<file path="src/rtl/ptpc_pkg.sv">
`timescale 1ns / 1ps
// ----------------------------------------------------------------------------
// ptpc_pkg
// Shared defaults and types for the pulse train peak capture block.
// ----------------------------------------------------------------------------
package ptpc_pkg;

    // default configuration of the block
    localparam int SENSOR_BITS_DEF = 16;
    localparam int US_PER_MS_DEF   = 1000;

    // control for one peak tracker: clear to zero, restart from the
    // current reading, or keep the larger deviation
    typedef struct packed {
        logic clear;
        logic restart;
        logic track;
    } peak_ctl_t;

endpackage

</file>
<file path="src/rtl/pulse_train_peak_capture.sv">
`timescale 1ns / 1ps
// ----------------------------------------------------------------------------
// pulse_train_peak_capture
// Actuator test sequencer: pre-delay, pwm pulses and recovery gaps, with
// per-pulse peak deviation capture for two hall sensors.
// ----------------------------------------------------------------------------
//  channel | direction | handshake            | beat
//  in      | input     | in_valid / in_stall  | cmd, now_us, hall_low_mv, hall_high_mv
//  out     | output    | out_valid / out_stall| status, pwm, phase, pulse, peaks, deltas
//  cfg     | input     | cfg_valid / cfg_ready| cfg_index, cfg_data
//
//  one beat in gives one beat out; a beat can enter on every cycle while the output beat is not stalled
//  a beat passes the input register, then the sequencer state, which is
//  also the output register
//  the input register is held while the output beat is stalled
//  rst_n clears the sequencer to stopped and loads the register defaults
//  configuration writes are always taken (cfg_ready is tied high)
// ----------------------------------------------------------------------------
module pulse_train_peak_capture
    import ptpc_pkg::*;
#(
    parameter int SENSOR_BITS = SENSOR_BITS_DEF,
    parameter int US_PER_MS   = US_PER_MS_DEF
)
(
    input  logic                        clk,
    input  logic                        rst_n,
    // sample / command channel
    input  logic                        in_valid,
    output logic                        in_stall,
    input  logic [1:0]                  cmd,
    input  logic [31:0]                 now_us,
    input  logic [SENSOR_BITS-1:0]      hall_low_mv,
    input  logic [SENSOR_BITS-1:0]      hall_high_mv,
    // status channel
    output logic                        out_valid,
    input  logic                        out_stall,
    output logic                        run_active,
    output logic                        run_finished,
    output logic [7:0]                  pwm_level,
    output logic [2:0]                  phase_code,
    output logic [7:0]                  pulse_number,
    output logic [SENSOR_BITS-1:0]      peak_low_mv,
    output logic [SENSOR_BITS-1:0]      peak_high_mv,
    output logic signed [SENSOR_BITS:0] peak_low_delta,
    output logic signed [SENSOR_BITS:0] peak_high_delta,
    // configuration write channel
    input  logic                        cfg_valid,
    output logic                        cfg_ready,
    input  logic [2:0]                  cfg_index,
    input  logic [15:0]                 cfg_data
);

    // millisecond limits are held as microsecond thresholds, so that
    // elapsed / US_PER_MS >= limit becomes elapsed >= limit * US_PER_MS
    localparam int THR_W = 16 + $clog2(US_PER_MS + 1);
    localparam int CMP_W = (THR_W > 32) ? THR_W : 32;

    // register indexes
    localparam logic [2:0] REG_PULSE_COUNT = 3'd0;
    localparam logic [2:0] REG_PULSE_LEVEL = 3'd1;
    localparam logic [2:0] REG_PULSE_TIME  = 3'd2;
    localparam logic [2:0] REG_GAP_TIME    = 3'd3;
    localparam logic [2:0] REG_PRE_DELAY   = 3'd4;

    // register defaults
    localparam logic [7:0]       PULSE_COUNT_RST = 8'd10;
    localparam logic [7:0]       PULSE_LEVEL_RST = 8'd200;
    localparam logic [THR_W-1:0] PULSE_THR_RST   = THR_W'(30 * US_PER_MS);
    localparam logic [THR_W-1:0] GAP_THR_RST     = THR_W'(1000 * US_PER_MS);

    // commands
    localparam logic [1:0] CMD_UPDATE = 2'd0;
    localparam logic [1:0] CMD_START  = 2'd1;
    localparam logic [1:0] CMD_STOP   = 2'd2;

    // sequencer phases
    localparam logic [2:0] PH_STOP  = 3'd0;
    localparam logic [2:0] PH_PRE   = 3'd1;
    localparam logic [2:0] PH_PULSE = 3'd2;
    localparam logic [2:0] PH_GAP   = 3'd3;
    localparam logic [2:0] PH_DONE  = 3'd4;

    // ------------------------------------------------------------------
    // configuration registers
    // ------------------------------------------------------------------
    logic [7:0]       count_reg;      // zero already mapped to one
    logic [7:0]       level_reg;
    logic [THR_W-1:0] pulse_thr_reg;  // zero already mapped to one ms
    logic [THR_W-1:0] gap_thr_reg;
    logic [THR_W-1:0] pre_thr_reg;

    logic [15:0]      cfg_ms;
    logic [THR_W-1:0] cfg_thr;

    assign cfg_ready = 1'b1;

    // pulse time of zero is read as one ms
    assign cfg_ms  = ((cfg_index == REG_PULSE_TIME) && (cfg_data == 16'd0)) ?
                     16'd1 : cfg_data;
    assign cfg_thr = THR_W'(cfg_ms) * THR_W'(US_PER_MS);

    always_ff @(posedge clk or negedge rst_n)
    begin
        if (!rst_n)
        begin
            count_reg     <= PULSE_COUNT_RST;
            level_reg     <= PULSE_LEVEL_RST;
            pulse_thr_reg <= PULSE_THR_RST;
            gap_thr_reg   <= GAP_THR_RST;
            pre_thr_reg   <= '0;
        end
        else if (cfg_valid && cfg_ready)
        begin
            unique case (cfg_index)
                REG_PULSE_COUNT: count_reg     <= (cfg_data[7:0] == 8'd0) ?
                                                  8'd1 : cfg_data[7:0];
                REG_PULSE_LEVEL: level_reg     <= cfg_data[7:0];
                REG_PULSE_TIME:  pulse_thr_reg <= cfg_thr;
                REG_GAP_TIME:    gap_thr_reg   <= cfg_thr;
                REG_PRE_DELAY:   pre_thr_reg   <= cfg_thr;
                default:         ;  // unknown index, write dropped
            endcase
        end
    end

    // ------------------------------------------------------------------
    // input register and handshake
    // ------------------------------------------------------------------
    logic                   s1_valid_reg;
    logic [1:0]             s1_cmd_reg;
    logic [31:0]            s1_now_reg;
    logic [SENSOR_BITS-1:0] s1_lo_reg;
    logic [SENSOR_BITS-1:0] s1_hi_reg;
    logic                   out_valid_reg;
    logic                   advance;
    logic                   in_accept;

    // state moves on when the status slot is free or being taken
    assign advance   = !out_valid_reg || !out_stall;
    assign in_stall  = s1_valid_reg && !advance;
    assign in_accept = in_valid && !in_stall;

    always_ff @(posedge clk or negedge rst_n)
    begin
        if (!rst_n)
        begin
            s1_valid_reg  <= 1'b0;
            out_valid_reg <= 1'b0;
        end
        else
        begin
            if (in_accept)
                s1_valid_reg <= 1'b1;
            else if (advance)
                s1_valid_reg <= 1'b0;
            if (advance)
                out_valid_reg <= s1_valid_reg;
        end
    end

    always_ff @(posedge clk)
    begin
        if (in_accept)
        begin
            s1_cmd_reg <= cmd;
            s1_now_reg <= now_us;
            s1_lo_reg  <= hall_low_mv;
            s1_hi_reg  <= hall_high_mv;
        end
    end

    // ------------------------------------------------------------------
    // sequencer state, shown directly on the status beat
    // ------------------------------------------------------------------
    logic [2:0]                  phase_reg,   phase_next;
    logic                        active_reg,  active_next;
    logic                        finished_reg, finished_next;
    logic [7:0]                  pwm_reg,     pwm_next;
    logic [7:0]                  count_cur_reg, count_cur_next;
    logic [31:0]                 stamp_reg,   stamp_next;
    logic [SENSOR_BITS-1:0]      base_lo_reg, base_lo_next;
    logic [SENSOR_BITS-1:0]      base_hi_reg, base_hi_next;
    logic [SENSOR_BITS-1:0]      peak_lo_reg, peak_lo_next;
    logic [SENSOR_BITS-1:0]      peak_hi_reg, peak_hi_next;
    logic signed [SENSOR_BITS:0] delta_lo_reg, delta_lo_next;
    logic signed [SENSOR_BITS:0] delta_hi_reg, delta_hi_next;
    peak_ctl_t                   peak_ctl;

    // phase timer: one subtract and compare against the selected limit
    logic [THR_W-1:0] thr_sel;
    logic [31:0]      elapsed_us;
    logic             time_up;

    always_comb
    begin
        case (phase_reg)
            PH_PRE:   thr_sel = pre_thr_reg;
            PH_PULSE: thr_sel = pulse_thr_reg;
            default:  thr_sel = gap_thr_reg;
        endcase
    end

    assign elapsed_us = s1_now_reg - stamp_reg;

    // a phase started at stamp zero reads elapsed zero
    assign time_up = (stamp_reg == 32'd0) ? (thr_sel == '0) :
                     (CMP_W'(elapsed_us) >= CMP_W'(thr_sel));

    always_comb
    begin
        phase_next     = phase_reg;
        active_next    = active_reg;
        finished_next  = finished_reg;
        pwm_next       = pwm_reg;
        count_cur_next = count_cur_reg;
        stamp_next     = stamp_reg;
        base_lo_next   = base_lo_reg;
        base_hi_next   = base_hi_reg;
        peak_ctl       = '0;

        unique case (s1_cmd_reg)
            CMD_START:
            begin
                // fresh run: baselines from this beat
                finished_next = 1'b0;
                active_next   = 1'b1;
                base_lo_next  = s1_lo_reg;
                base_hi_next  = s1_hi_reg;
                stamp_next    = s1_now_reg;
                peak_ctl.clear = 1'b1;
                if (pre_thr_reg != '0)
                begin
                    phase_next     = PH_PRE;
                    pwm_next       = 8'd0;
                    count_cur_next = 8'd0;
                end
                else
                begin
                    // first pulse at once, deltas of zero
                    phase_next       = PH_PULSE;
                    pwm_next         = level_reg;
                    count_cur_next   = 8'd1;
                    peak_ctl.restart = 1'b1;
                end
            end
            CMD_STOP:
            begin
                phase_next     = PH_STOP;
                active_next    = 1'b0;
                finished_next  = 1'b0;
                pwm_next       = 8'd0;
                count_cur_next = 8'd0;
                stamp_next     = 32'd0;
                base_lo_next   = '0;
                base_hi_next   = '0;
                peak_ctl.clear = 1'b1;
            end
            CMD_UPDATE:
            begin
                if (active_reg)
                begin
                    unique case (phase_reg)
                        PH_PRE:
                        begin
                            pwm_next = 8'd0;
                            if (time_up)
                            begin
                                phase_next       = PH_PULSE;
                                stamp_next       = s1_now_reg;
                                pwm_next         = level_reg;
                                peak_ctl.restart = 1'b1;
                                if (count_cur_reg < count_reg)
                                    count_cur_next = count_cur_reg + 8'd1;
                            end
                        end
                        PH_PULSE:
                        begin
                            pwm_next       = level_reg;
                            peak_ctl.track = 1'b1;
                            if (time_up)
                            begin
                                pwm_next   = 8'd0;
                                phase_next = PH_GAP;
                                stamp_next = s1_now_reg;
                            end
                        end
                        PH_GAP:
                        begin
                            pwm_next       = 8'd0;
                            peak_ctl.track = 1'b1;
                            if (time_up)
                            begin
                                stamp_next = s1_now_reg;
                                if (count_cur_reg >= count_reg)
                                begin
                                    active_next   = 1'b0;
                                    finished_next = 1'b1;
                                    phase_next    = PH_DONE;
                                end
                                else
                                begin
                                    // next pulse, peaks restart here
                                    phase_next       = PH_PULSE;
                                    pwm_next         = level_reg;
                                    peak_ctl.restart = 1'b1;
                                    count_cur_next   = count_cur_reg + 8'd1;
                                end
                            end
                        end
                        default: ;  // stopped or finished: hold
                    endcase
                end
            end
            default: ;  // unused command, state held
        endcase
    end

    ptpc_peak #(
        .SENSOR_BITS (SENSOR_BITS)
    ) u_peak_lo (
        .ctl          (peak_ctl),
        .reading      (s1_lo_reg),
        .base         (base_lo_next),
        .peak_mv      (peak_lo_reg),
        .delta        (delta_lo_reg),
        .peak_mv_next (peak_lo_next),
        .delta_next   (delta_lo_next)
    );

    ptpc_peak #(
        .SENSOR_BITS (SENSOR_BITS)
    ) u_peak_hi (
        .ctl          (peak_ctl),
        .reading      (s1_hi_reg),
        .base         (base_hi_next),
        .peak_mv      (peak_hi_reg),
        .delta        (delta_hi_reg),
        .peak_mv_next (peak_hi_next),
        .delta_next   (delta_hi_next)
    );

    always_ff @(posedge clk or negedge rst_n)
    begin
        if (!rst_n)
        begin
            phase_reg     <= PH_STOP;
            active_reg    <= 1'b0;
            finished_reg  <= 1'b0;
            pwm_reg       <= 8'd0;
            count_cur_reg <= 8'd0;
            stamp_reg     <= 32'd0;
            base_lo_reg   <= '0;
            base_hi_reg   <= '0;
            peak_lo_reg   <= '0;
            peak_hi_reg   <= '0;
            delta_lo_reg  <= '0;
            delta_hi_reg  <= '0;
        end
        else if (advance && s1_valid_reg)
        begin
            phase_reg     <= phase_next;
            active_reg    <= active_next;
            finished_reg  <= finished_next;
            pwm_reg       <= pwm_next;
            count_cur_reg <= count_cur_next;
            stamp_reg     <= stamp_next;
            base_lo_reg   <= base_lo_next;
            base_hi_reg   <= base_hi_next;
            peak_lo_reg   <= peak_lo_next;
            peak_hi_reg   <= peak_hi_next;
            delta_lo_reg  <= delta_lo_next;
            delta_hi_reg  <= delta_hi_next;
        end
    end

    // status beat
    assign out_valid       = out_valid_reg;
    assign run_active      = active_reg;
    assign run_finished    = finished_reg;
    assign pwm_level       = pwm_reg;
    assign phase_code      = phase_reg;
    assign pulse_number    = count_cur_reg;
    assign peak_low_mv     = peak_lo_reg;
    assign peak_high_mv    = peak_hi_reg;
    assign peak_low_delta  = delta_lo_reg;
    assign peak_high_delta = delta_hi_reg;

endmodule

</file>
<file path="src/rtl/ptpc_peak.sv">
`timescale 1ns / 1ps
// ----------------------------------------------------------------------------
// ptpc_peak
// Peak deviation tracker for one sensor: next reading and signed delta.
// ----------------------------------------------------------------------------
module ptpc_peak
    import ptpc_pkg::*;
#(
    parameter int SENSOR_BITS = SENSOR_BITS_DEF
)
(
    input  peak_ctl_t                ctl,
    input  logic [SENSOR_BITS-1:0]   reading,
    input  logic [SENSOR_BITS-1:0]   base,
    input  logic [SENSOR_BITS-1:0]   peak_mv,
    input  logic signed [SENSOR_BITS:0] delta,
    output logic [SENSOR_BITS-1:0]   peak_mv_next,
    output logic signed [SENSOR_BITS:0] delta_next
);

    logic signed [SENSOR_BITS:0] dev;
    logic [SENSOR_BITS:0]        mag_dev;
    logic [SENSOR_BITS:0]        mag_old;

    assign dev     = $signed({1'b0, reading}) - $signed({1'b0, base});
    assign mag_dev = dev[SENSOR_BITS] ? (~dev + 1'b1) : dev;
    assign mag_old = delta[SENSOR_BITS] ? (~delta + 1'b1) : delta;

    always_comb
    begin
        peak_mv_next = peak_mv;
        delta_next   = delta;
        if (ctl.restart)
        begin
            peak_mv_next = reading;
            delta_next   = dev;
        end
        else if (ctl.clear)
        begin
            peak_mv_next = '0;
            delta_next   = '0;
        end
        else if (ctl.track && (mag_dev >= mag_old))
        begin
            // ties go to the later sample
            peak_mv_next = reading;
            delta_next   = dev;
        end
    end

endmodule

</file>
<file path="config.mk">
export PLATFORM = sky130hd
export DESIGN_NAME = pulse_train_peak_capture
export DESIGN_NICKNAME = d
export VERILOG_FILES = /design/src/rtl/ptpc_pkg.sv /design/src/rtl/pulse_train_peak_capture.sv /design/src/rtl/ptpc_peak.sv
export SDC_FILE = /design/constraint.sdc
export NUM_CORES = 1
export LEC_CHECK = 0
export BUFFER_PORTS_ARGS = -buffer_cell sky130_fd_sc_hd__clkbuf_2
export CORE_MARGIN = 2
export CORE_UTILIZATION = 25
export DETAILED_ROUTE_END_ITERATION = 16
export PLACE_DENSITY_LB_ADDON = 0.25
export SYNTH_ARGS = -nofsm -noshare
export SYNTH_HDL_FRONTEND = slang
export SYNTH_SLANG_ARGS = --single-unit
</file>
<file path="constraint.sdc">
create_clock -name clk -period 7.97 [get_ports clk]
set_input_delay 0.797 -clock clk [delete_from_list [all_inputs] [get_ports clk]]
set_output_delay 0.797 -clock clk [all_outputs]
set_load 0.02 [all_outputs]
</file>
Yosys cells after proc, flatten, opt, wreduce, memory -nomap -nowiden

Index checks and enable logic that the tools add are counted.
W data, S select, Z words.

$add $sub $neg: 8
Multipliers: 1
Div/mod/pow operators: 0
Order comparisons: 5
Equality and inequality tests: 21
Shift operators: 0
Multiplexer cells: 71
Bitwise gates (word level): 4
Reductions and logical operators: 39

Operators by type and width:

| cell                    | number |
|---|---|
| $mux W17                | 10 |
| $mux W16                | 7 |
| $mux W32                | 3 |
| $mux W8                 | 12 |
| $pmux W32 S3            | 1 |
| $pmux W8 S3             | 3 |
| $add A17 B1 Y17 const B | 4 |
| $not A17 Y17            | 4 |
| $pmux W16 S2            | 2 |
| $pmux W26 S2            | 1 |
| $ge A17 B17 Y1          | 2 |
| $sub A16 B16 Y17        | 2 |
| $ge A32 B26 Y1          | 1 |
| $logic_not A32 Y1       | 1 |
| $sub A32 B32 Y32        | 1 |
| $logic_not A26 Y1       | 1 |
| $reduce_bool A26 Y1     | 1 |
| $mul A16 B7 Y23 const B | 1 |
| $mux W1                 | 18 |
| $pmux W3 S3             | 2 |
| $logic_not A16 Y1       | 1 |
| $pmux W8 S2             | 1 |
| $reduce_and A2 Y1       | 8 |
| $mux W3                 | 5 |
| other kinds (31)        | 57 |

Register bits: 304
Latch bits: 0
Bits in writable memories: 0
Memory bits (read-only): 0
Word-level logic and storage cells: 172
Memories: 0

Depth between registers and ports, before layout

Gate-level depths: netlist (run 1).

Depth in word-level cells: 12
Mapped depth: 34

Cells and area by module

A second synthesis (run 1) with hierarchy kept.

Cells, all modules: 2612
Area total of the unflattened synthesis: 22756.8 um^2

By module, submodules not included:

| module                   | times used | cells an instance | area an instance (um^2) | seq. area each (um^2) |
|---|---|---|---|---|
| pulse_train_peak_capture | 1          | 1825              | 17439.2                 | 7961.4 |
| ptpc_peak at u_peak_lo   | 1          | 393               | 2680.1                  | 0.0 |
| ptpc_peak at u_peak_hi   | 1          | 394               | 2637.5                  | 0.0 |

Least setup slack after synthesis (run 1)

Ideal clock, no wire load.

Kind: reg-to-reg
Start: register s1_cmd_reg[0]
End: register delta_hi_reg[16] (netlist: peak_high_delta[16])
Arrival: 5.757 ns
Data required time: 7.849 ns
Setup slack: 2.092 ns
Stages on the path, launching flop included: 29
Period minus slack after synthesis: 5.878 ns
Cell sequence: edfxtp_1 inv_1 ha_1 clkbuf_1 clkbuf_1 nor2b_1 a21oi_1 ha_1 nor2b_1 o21a_1 o21ai_1 a211oi_1 a21oi_1 xnor2_1 nor4_1 nand3_1 or3_1 o31ai_1 xnor2_1 ha_1 nand4_1 nor2_1 a221o_1 a2111oi_0 or3_1 o221ai_1 and2_4 buf_6 a22o_1

Word-level cells in the longest chain between the ends: 10
Elaborated cells on any way between the ends: 19
Classes of those cells: 2 x add/sub; 1 x order compare; 2 x eq/ne; 8 x mux; 1 x bitwise; 5 x reduce/logical

RTL lines:

| what                                         | RTL line                        | source |
|---|---|---|
| start, declared                              | pulse_train_peak_capture.sv:131 | `logic [1:0] s1_cmd_reg;` |
| start signal, assigned                       | pulse_train_peak_capture.sv:166 | `s1_cmd_reg <= cmd;` |
| $eq A2 B2 Y1 or $eq A2 B1 Y1 (tied branches) | pulse_train_peak_capture.sv:222 | `unique case (s1_cmd_reg)` |
| $pmux W16 S2                                 | pulse_train_peak_capture.sv:222 |  |
| $sub A16 B16 Y17                             | ptpc_peak.sv:25                 | `assign dev = $signed({1'b0, reading}) - $signed({1'b0, base});` |
| $not A17 Y17                                 | ptpc_peak.sv:26                 | `assign mag_dev = dev[SENSOR_BITS] ? (~dev + 1'b1) : dev;` |
| $add A17 B1 Y17                              | ptpc_peak.sv:26                 |  |
| $mux W17                                     | ptpc_peak.sv:26                 |  |
| $ge A17 B17 Y1                               | ptpc_peak.sv:43                 | `else if (ctl.track && (mag_dev >= mag_old))` |
| $logic_and A1 B1 Y1                          | ptpc_peak.sv:43                 |  |
| $reduce_bool A3 Y1 (no source line)          | -                               |  |
| $reduce_and A2 Y1 (no source line)           | -                               |  |
| end signal, assigned                         | pulse_train_peak_capture.sv:373 | `delta_hi_reg <= delta_hi_next;` |
| end, declared                                | pulse_train_peak_capture.sv:187 | `logic signed [SENSOR_BITS:0] delta_hi_reg, delta_hi_next;` |

Several ways; a longest one is shown, not always the timed one. The select of a mux whose other input is x is not followed.
A chain may end at the register's enable or synchronous reset.

Final worst setup path (run 1)

Start: register s1_cmd_reg[0]
End: register peak_hi_reg[14] (netlist: peak_high_mv[14])

Word-level cells in the longest chain between the ends: 10
Elaborated cells on any way between the ends: 18
Classes of those cells: 2 x add/sub; 1 x order compare; 2 x eq/ne; 7 x mux; 1 x bitwise; 5 x reduce/logical

RTL lines:

| what                                         | RTL line                        | source |
|---|---|---|
| $eq A2 B2 Y1 or $eq A2 B1 Y1 (tied branches) | pulse_train_peak_capture.sv:222 |  |
| $pmux W16 S2 *                               | pulse_train_peak_capture.sv:222 |  |
| named net base_hi_next[0]                    | pulse_train_peak_capture.sv:183 | `logic [SENSOR_BITS-1:0] base_hi_reg, base_hi_next;` |
| $sub A16 B16 Y17 *                           | ptpc_peak.sv:25                 |  |
| $not A17 Y17                                 | ptpc_peak.sv:26                 |  |
| $add A17 B1 Y17                              | ptpc_peak.sv:26                 |  |
| $mux W17 *                                   | ptpc_peak.sv:26                 |  |
| $ge A17 B17 Y1 *                             | ptpc_peak.sv:43                 |  |
| $logic_and A1 B1 Y1 *                        | ptpc_peak.sv:43                 |  |
| $reduce_bool A3 Y1 (no source line) *        | -                               |  |
| $reduce_and A2 Y1 (no source line) *         | -                               |  |
| end signal, assigned                         | pulse_train_peak_capture.sv:371 | `peak_hi_reg <= peak_hi_next;` |
| end, declared                                | pulse_train_peak_capture.sv:185 | `logic [SENSOR_BITS-1:0] peak_hi_reg, peak_hi_next;` |

Mark *: on every way through the listed nets, which the timed path passes. The rest lies on a longest branch.

==> metrics.txt, run 1 <==
status complete, no violations; die area 86100 um^2; CP max FO 33; power density over cell area 328 nW/um^2; Routed Antenna Nets 0; Final Critical Period 7.11 ns; # rows 106; Final Setup Violations 0; Cells after Synth 2203; CTS tree yes; worst slack at placement 0.935 ns; Slowest-stage cell, CP and2_1; Ports 180; largest area contributor in the netlist dfrtp_1; cts repair resizes 0; Setup Crit Path Kind flip-flop to flip-flop; Detailed Route Iter0 Violations 924; Synth Area per Inst 9.50 um^2; r2r startpoint s1_cmd_reg[0]; RSZ-0062 raised after global routing no; post-route cell area 24200 um^2; share of cells above drive strength 1 0.136; Crit. End Element flip-flop; Max Cap Violations 0; Crit path buffers/inverters 4; Max H-tree Level 2; die width 293 um; Post-synth EDFFs 66; Ys Warns 0; most frequent CP cell ha_1; fin cells 3444; fraction of registers with async set/reset 0.783; global-route wire length before repair 97000 um; R2R Setup Slk 0.86 ns; Final Util 0.290; Worst Skew 0.0281 ns; leakage 10.4 nW; total track usage 0.140; Fin Setup TNS 0 ns; Clock Sinks 304; commonest non-fill, non-tap cells in the layout nand2_1 (230), dfrtp_1 (218), o21ai_0 (190), ha_1 (190), clkbuf_2 (177); Clk Latency, worst-skew pair 0.57 ns; I/O Buffers 178; ranking of synthesized cells by area dfrtp_1 (26%), ha_1 (11%), edfxtp_1 (9.5%), fa_1 (5.5%), o21ai_0 (4.5%); Vias 16629; max_slew headroom 0.275; syn nets 2540; Top FF cell, synth dfrtp_1; clock edge transition at the registers on the reported setup and hold paths 0.06 ns; hold violation count in the final report 0; Seq/Total Area, Yosys 0.380; Critical Path AT 7.59 ns; Synth Cell Area 20900 um^2; Root Buffer clkbuf_16; Crit path max-delay family simple AND/OR/NAND/NOR gates; Tcrit/Tclk final 0.892; placed cell areas 22900 um^2; fin. max-slew vios 0; Critical Path Source Type flip-flop; Routed WL 59900 um; worst r2r path cells 29; drt pass-1 iters 5; vias in the first global route 17073; Die Span Y 293 um; Final HPWL DP 44800 um; critical path required time 8.45 ns; dpl cells 3370; Post-CTS Hold Buffers 0; RePlAce Congestion 0.871; Yosys cell types 77; CP max stage delay 0.62 ns; Initial Util 0.251; initial antenna violation count 0; vias per cell 4.83; commonest non-fill, non-tap cell in the layout nand2_1; Yosys top cell area share 0.262; Worst VDD drop 0.132 mV; Core ar. 83300 um^2; grt total ovfl 0; Reg-to-Reg End peak_high_mv[14]; postcts setup bufs 0; Final nets 2669; largest net degree at the start of global routing 115; Yosys reg bits 304; drt drc 0; fin worst setup slack 0.858 ns; Fmax 141 MHz; Routed WL per cell 17.4 um; min-delay worst type input port to async pin; area delta synth->final 15.4%; Clock Path Buffers 3; actual slew at the worst max-slew pin 1.09 ns; CTS buffer count 40
metal layers:
metal / track usage / up-vias / routed length [um] / part of all wire
li1: - / 8178 / - / -
met1: 0.195 / 8080 / 29000 / 0.48
met2: 0.221 / 300 / 26700 / 0.45
met3: 0.0295 / 71 / 3050 / 0.051
met4: 0.0340 / 0 / 1170 / 0.019
met5: 0 / - / 0 / 0
logic make-up (layout without fill, tap and decap cells):
family / Yosys count / in the layout / share of synthesized area
simple gates: 661 / 661 / 0.153
compound gates: 621 / 621 / 0.190
flops: 304 / 304 / 0.380
fa+ha+maj: 247 / 247 / 0.168
buf+inv: 221 / 381 / 0.0436
xor+xnor: 124 / 124 / 0.0519
mux: 24 / 24 / 0.0126
other cells: 1 / 2 / 0.000179
how the worst max path moves through the flow:
stage                  start                   to  slack (ns)  depth (start not counted)
6_report       s1_cmd_reg[0]     peak_high_mv[14]        0.86                         29
5_1_grt        s1_cmd_reg[0]     peak_high_mv[14]        0.11                         29
4_1_cts        s1_cmd_reg[0]     peak_high_mv[14]        0.89                         29
3_5_place_dp   s1_cmd_reg[0]       peak_low_mv[8]        0.93                         29
3_3_place_gp   s1_cmd_reg[0]   peak_high_delta[7]        1.10                         29
2_1_floorplan  s1_cmd_reg[0]  peak_high_delta[16]        2.09                         28
Yosys cell counts, drive strengths merged (12+ instances only):
master  instances
nand2         231
dfrtp         219
o21ai         203
ha            190
a21oi         154
nor2          154
inv           110
clkbuf         86
xnor2          67
edfxtp         66
a22o           61
fa             57
xor2           57
nor2b          47
nand3          37
a21o           36
nand3b         34
o211ai         30
nand2b         28
nand4          28
nor4           26
buf            25
o221ai         25
nor3           23
dfstp          19
mux2           19
o21a           13
o31ai          13
a31oi          12
power by group:
part           internal (mW)  leakage (nW)  switching (mW)
registers               1.97          3.70           0.351
clock network           1.05         0.629           0.741
logic                   1.51          6.08            2.31
cell type report:
class	count	area (um^2)
Multi-Input combinational cell	1678	12100
Timing Repair Buffer	198	1050
Clock buffer	51	1060
Clock inverter	22	225
Fill cell	8734	59100
Tap cell	1080	1350
Sequential cell	304	7960
Inverter	110	413
Antenna cell	1	2.50
stage by stage:
step                      power (mW)  hold WS [ns]
after detailed placement        6.17         0.463
final                           7.93         0.335
after CTS                       8.03         0.353
after global placement          6.08         0.455
after floorplan                 5.01         0.442
after global routing            8.66         0.367
Note: power is estimated with default switching activity, not from simulation.
==> run 2: changes to the inputs <==
--- a/config.mk
+++ b/config.mk
@@ -7,7 +7,7 @@
 export LEC_CHECK = 0
 export BUFFER_PORTS_ARGS = -buffer_cell sky130_fd_sc_hd__clkbuf_2
 export CORE_MARGIN = 2
-export CORE_UTILIZATION = 25
+export CORE_UTILIZATION = 40
 export DETAILED_ROUTE_END_ITERATION = 16
 export PLACE_DENSITY_LB_ADDON = 0.25
 export SYNTH_ARGS = -nofsm -noshare
==> run 2 against run 1 <==
  * Combinational power decreased by 2%
  * Largest power group unchanged
  * Largest cell class unchanged
  * First-iteration DRC count increased by 23%
  * Clock skew decreased by 0.0083 ns
  * Register-to-register slack improved by 0.17 ns
==> metrics.txt, run 2 (same netlist as run 1, synthesis figures left out) <==
vias per cell 5.49 (+14%); Root Buffer clkbuf_16; worst r2r path cells 26 (-10%); leakage 10.4 nW (-0.21%); CP max FO 33 (unchanged); Hold WS 0.362 ns (+0.0272 ns); r2r startpoint s1_cmd_reg[0]; initial antenna violation count 1 (+1); CTS buffer count 38 (-5.0%); Core ar. 51500 um^2 (-38%); I/O Buffers 178 (unchanged); drt drc 0 (unchanged); drt pass-1 iters 5 (unchanged); # rows 83 (-22%); FF+latch area 7960 um^2 (unchanged); Routed WL 53600 um (-11%); FILL cells 5020 (-43%); largest net degree at the start of global routing 119 (+3.5%); Setup Crit Path Kind flip-flop to flip-flop; global-route wire length before repair 87800 um (-9.5%); post-route cell area 23700 um^2 (-2.1%); status complete, no violations; Critical Path Source Type flip-flop; Final Critical Period 6.94 ns (-0.173 ns); area occupied by multi-input gates 12100 um^2 (about the same); die area 54200 um^2 (-37%); placed cell areas 22300 um^2 (-2.3%); total track usage 0.201 (+0.0608); Clk Latency, worst-skew pair 0.56 ns (about the same); max_slew headroom 0.215 (-0.0608); Die Span Y 233 um (-21%); cts repair resizes 0 (unchanged); Detailed Route Iter0 Violations 1138 (+23%); vias in the first global route 16610 (-2.7%); Routed Antenna Nets 0 (unchanged); Max Cap Violations 0 (unchanged); clock edge transition at the registers on the reported setup and hold paths 0.06 ns (about the same); RePlAce Congestion 0.858 (-1.5%); CTS tree yes; fin. max-slew vios 0 (unchanged); Final nets 2663 (-0.22%); actual slew at the worst max-slew pin 1.17 ns (+0.0881 ns); Critical Path AT 7.43 ns (-0.16 ns); Final Setup Violations 0 (unchanged); Routed WL per cell 17.7 um (+1.5%); Worst VDD drop 0.163 mV (+23%); Crit. End Element flip-flop; share of cells above drive strength 1 0.133 (-0.00299); postcts setup bufs 0 (unchanged); critical path required time 8.46 ns (about the same); min-delay worst type input port to async pin; power density over cell area 332 nW/um^2 (+1.2%); RSZ-0062 raised after global routing no; # diodes 0 (-1); Final HPWL DP 39300 um (-12%); Ports 180 (unchanged); Worst Skew 0.0198 ns (-0.00827 ns); Post-CTS Hold Buffers 0 (unchanged); Vias 16660 (+0.19%); area delta synth->final 13.0%; commonest non-fill, non-tap cells in the layout nand2_1 (230), dfrtp_1 (218), o21ai_0 (190), ha_1 (190), clkbuf_2 (177); grt total ovfl 0 (unchanged); Fin Setup TNS 0 ns (unchanged); Fmax 144 MHz (+2.5%); Tcrit/Tclk final 0.871 (-0.0218); R2R Setup Slk 1.03 ns (+0.17 ns); Initial Util 0.406 (+0.155); Clock Path Buffers 3 (unchanged); commonest non-fill, non-tap cell in the layout nand2_1; Max H-tree Level 2 (unchanged); hold violation count in the final report 0 (unchanged); Final Util 0.459 (+0.169); Clock Sinks 304 (unchanged); Reg-to-Reg End peak_high_mv[5]; die width 233 um (-21%)
## run 2: worst max path at each step
stage,startpoint,to,cells past startpoint
floorplan,s1_cmd_reg[0],peak_high_delta[16],28
CTS,s1_cmd_reg[0],peak_high_delta[10],26
global placement,s1_cmd_reg[0],peak_high_delta[11],26
global route,s1_cmd_reg[0],peak_high_mv[0],26
finish,s1_cmd_reg[0],peak_high_mv[5],26
detailed placement,s1_cmd_reg[0],peak_high_delta[10],26
## run 2: area by class of cell
cell class,instances,share of cell area
multi-input cells,1678,0.511
flip-flops and latches,304,0.337
clock buffers,53,0.0461
repair buffers,194,0.0432
well taps,680,0.0360
inverters,110,0.0175
clock inverters,17,0.00947
## run 2: stage by stage
| step | std cells | total power, mW | setup slack (ns) |
|---|---|---|---|
| 6_report | 3036 | 7.85 | 1.03 |
| 2_1_floorplan | 2203 | 5.01 | 2.09 |
| 4_1_cts | 3036 | 7.91 | 1.11 |
| 3_5_place_dp | 2966 | 6.04 | 1.13 |
| 5_1_grt | 3036 | 8.54 | 0.479 |
| 3_3_place_gp | 2966 | 5.95 | 1.43 |
## run 2: worst max-delay path, cell delays in order, from the launching register on
cell and delay [ns]:
edfxtp_1 0.40, inv_1 0.09, ha_1 0.29, and2_1 0.48, buf_4 0.37, a21oi_1 0.13, ha_1 0.34, o21a_1 0.16
o21ai_1 0.08, a211oi_1 0.30, a21oi_1 0.13, xnor2_1 0.23, nor4_1 0.61, nand3_1 0.20, or3_1 0.40, o31ai_1 0.24
xnor2_1 0.11, ha_1 0.35, nand4_1 0.10, nor2_1 0.05, a221o_1 0.31, a2111oi_0 0.46, or3_1 0.20, nand3b_1 0.09
o21ai_2 0.11, buf_4 0.37, a22o_1 0.22
## run 2: report_power, final
part / internal (mW) / leakage (nW) / switching, mW
clock network: 1.12 / 0.626 / 0.697
logic: 1.50 / 6.06 / 2.23
registers: 1.97 / 3.70 / 0.339
## run 2: layer usage
| layer | global-route usage | up-vias | routed length (um) |
|---|---|---|---|
| li1 | - | 8156 | - |
| met1 | 0.288 | 8059 | 25900 |
| met2 | 0.312 | 374 | 23700 |
| met3 | 0.0412 | 69 | 3020 |
| met4 | 0.0460 | 2 | 968 |
| met5 | 0 | - | 13 |
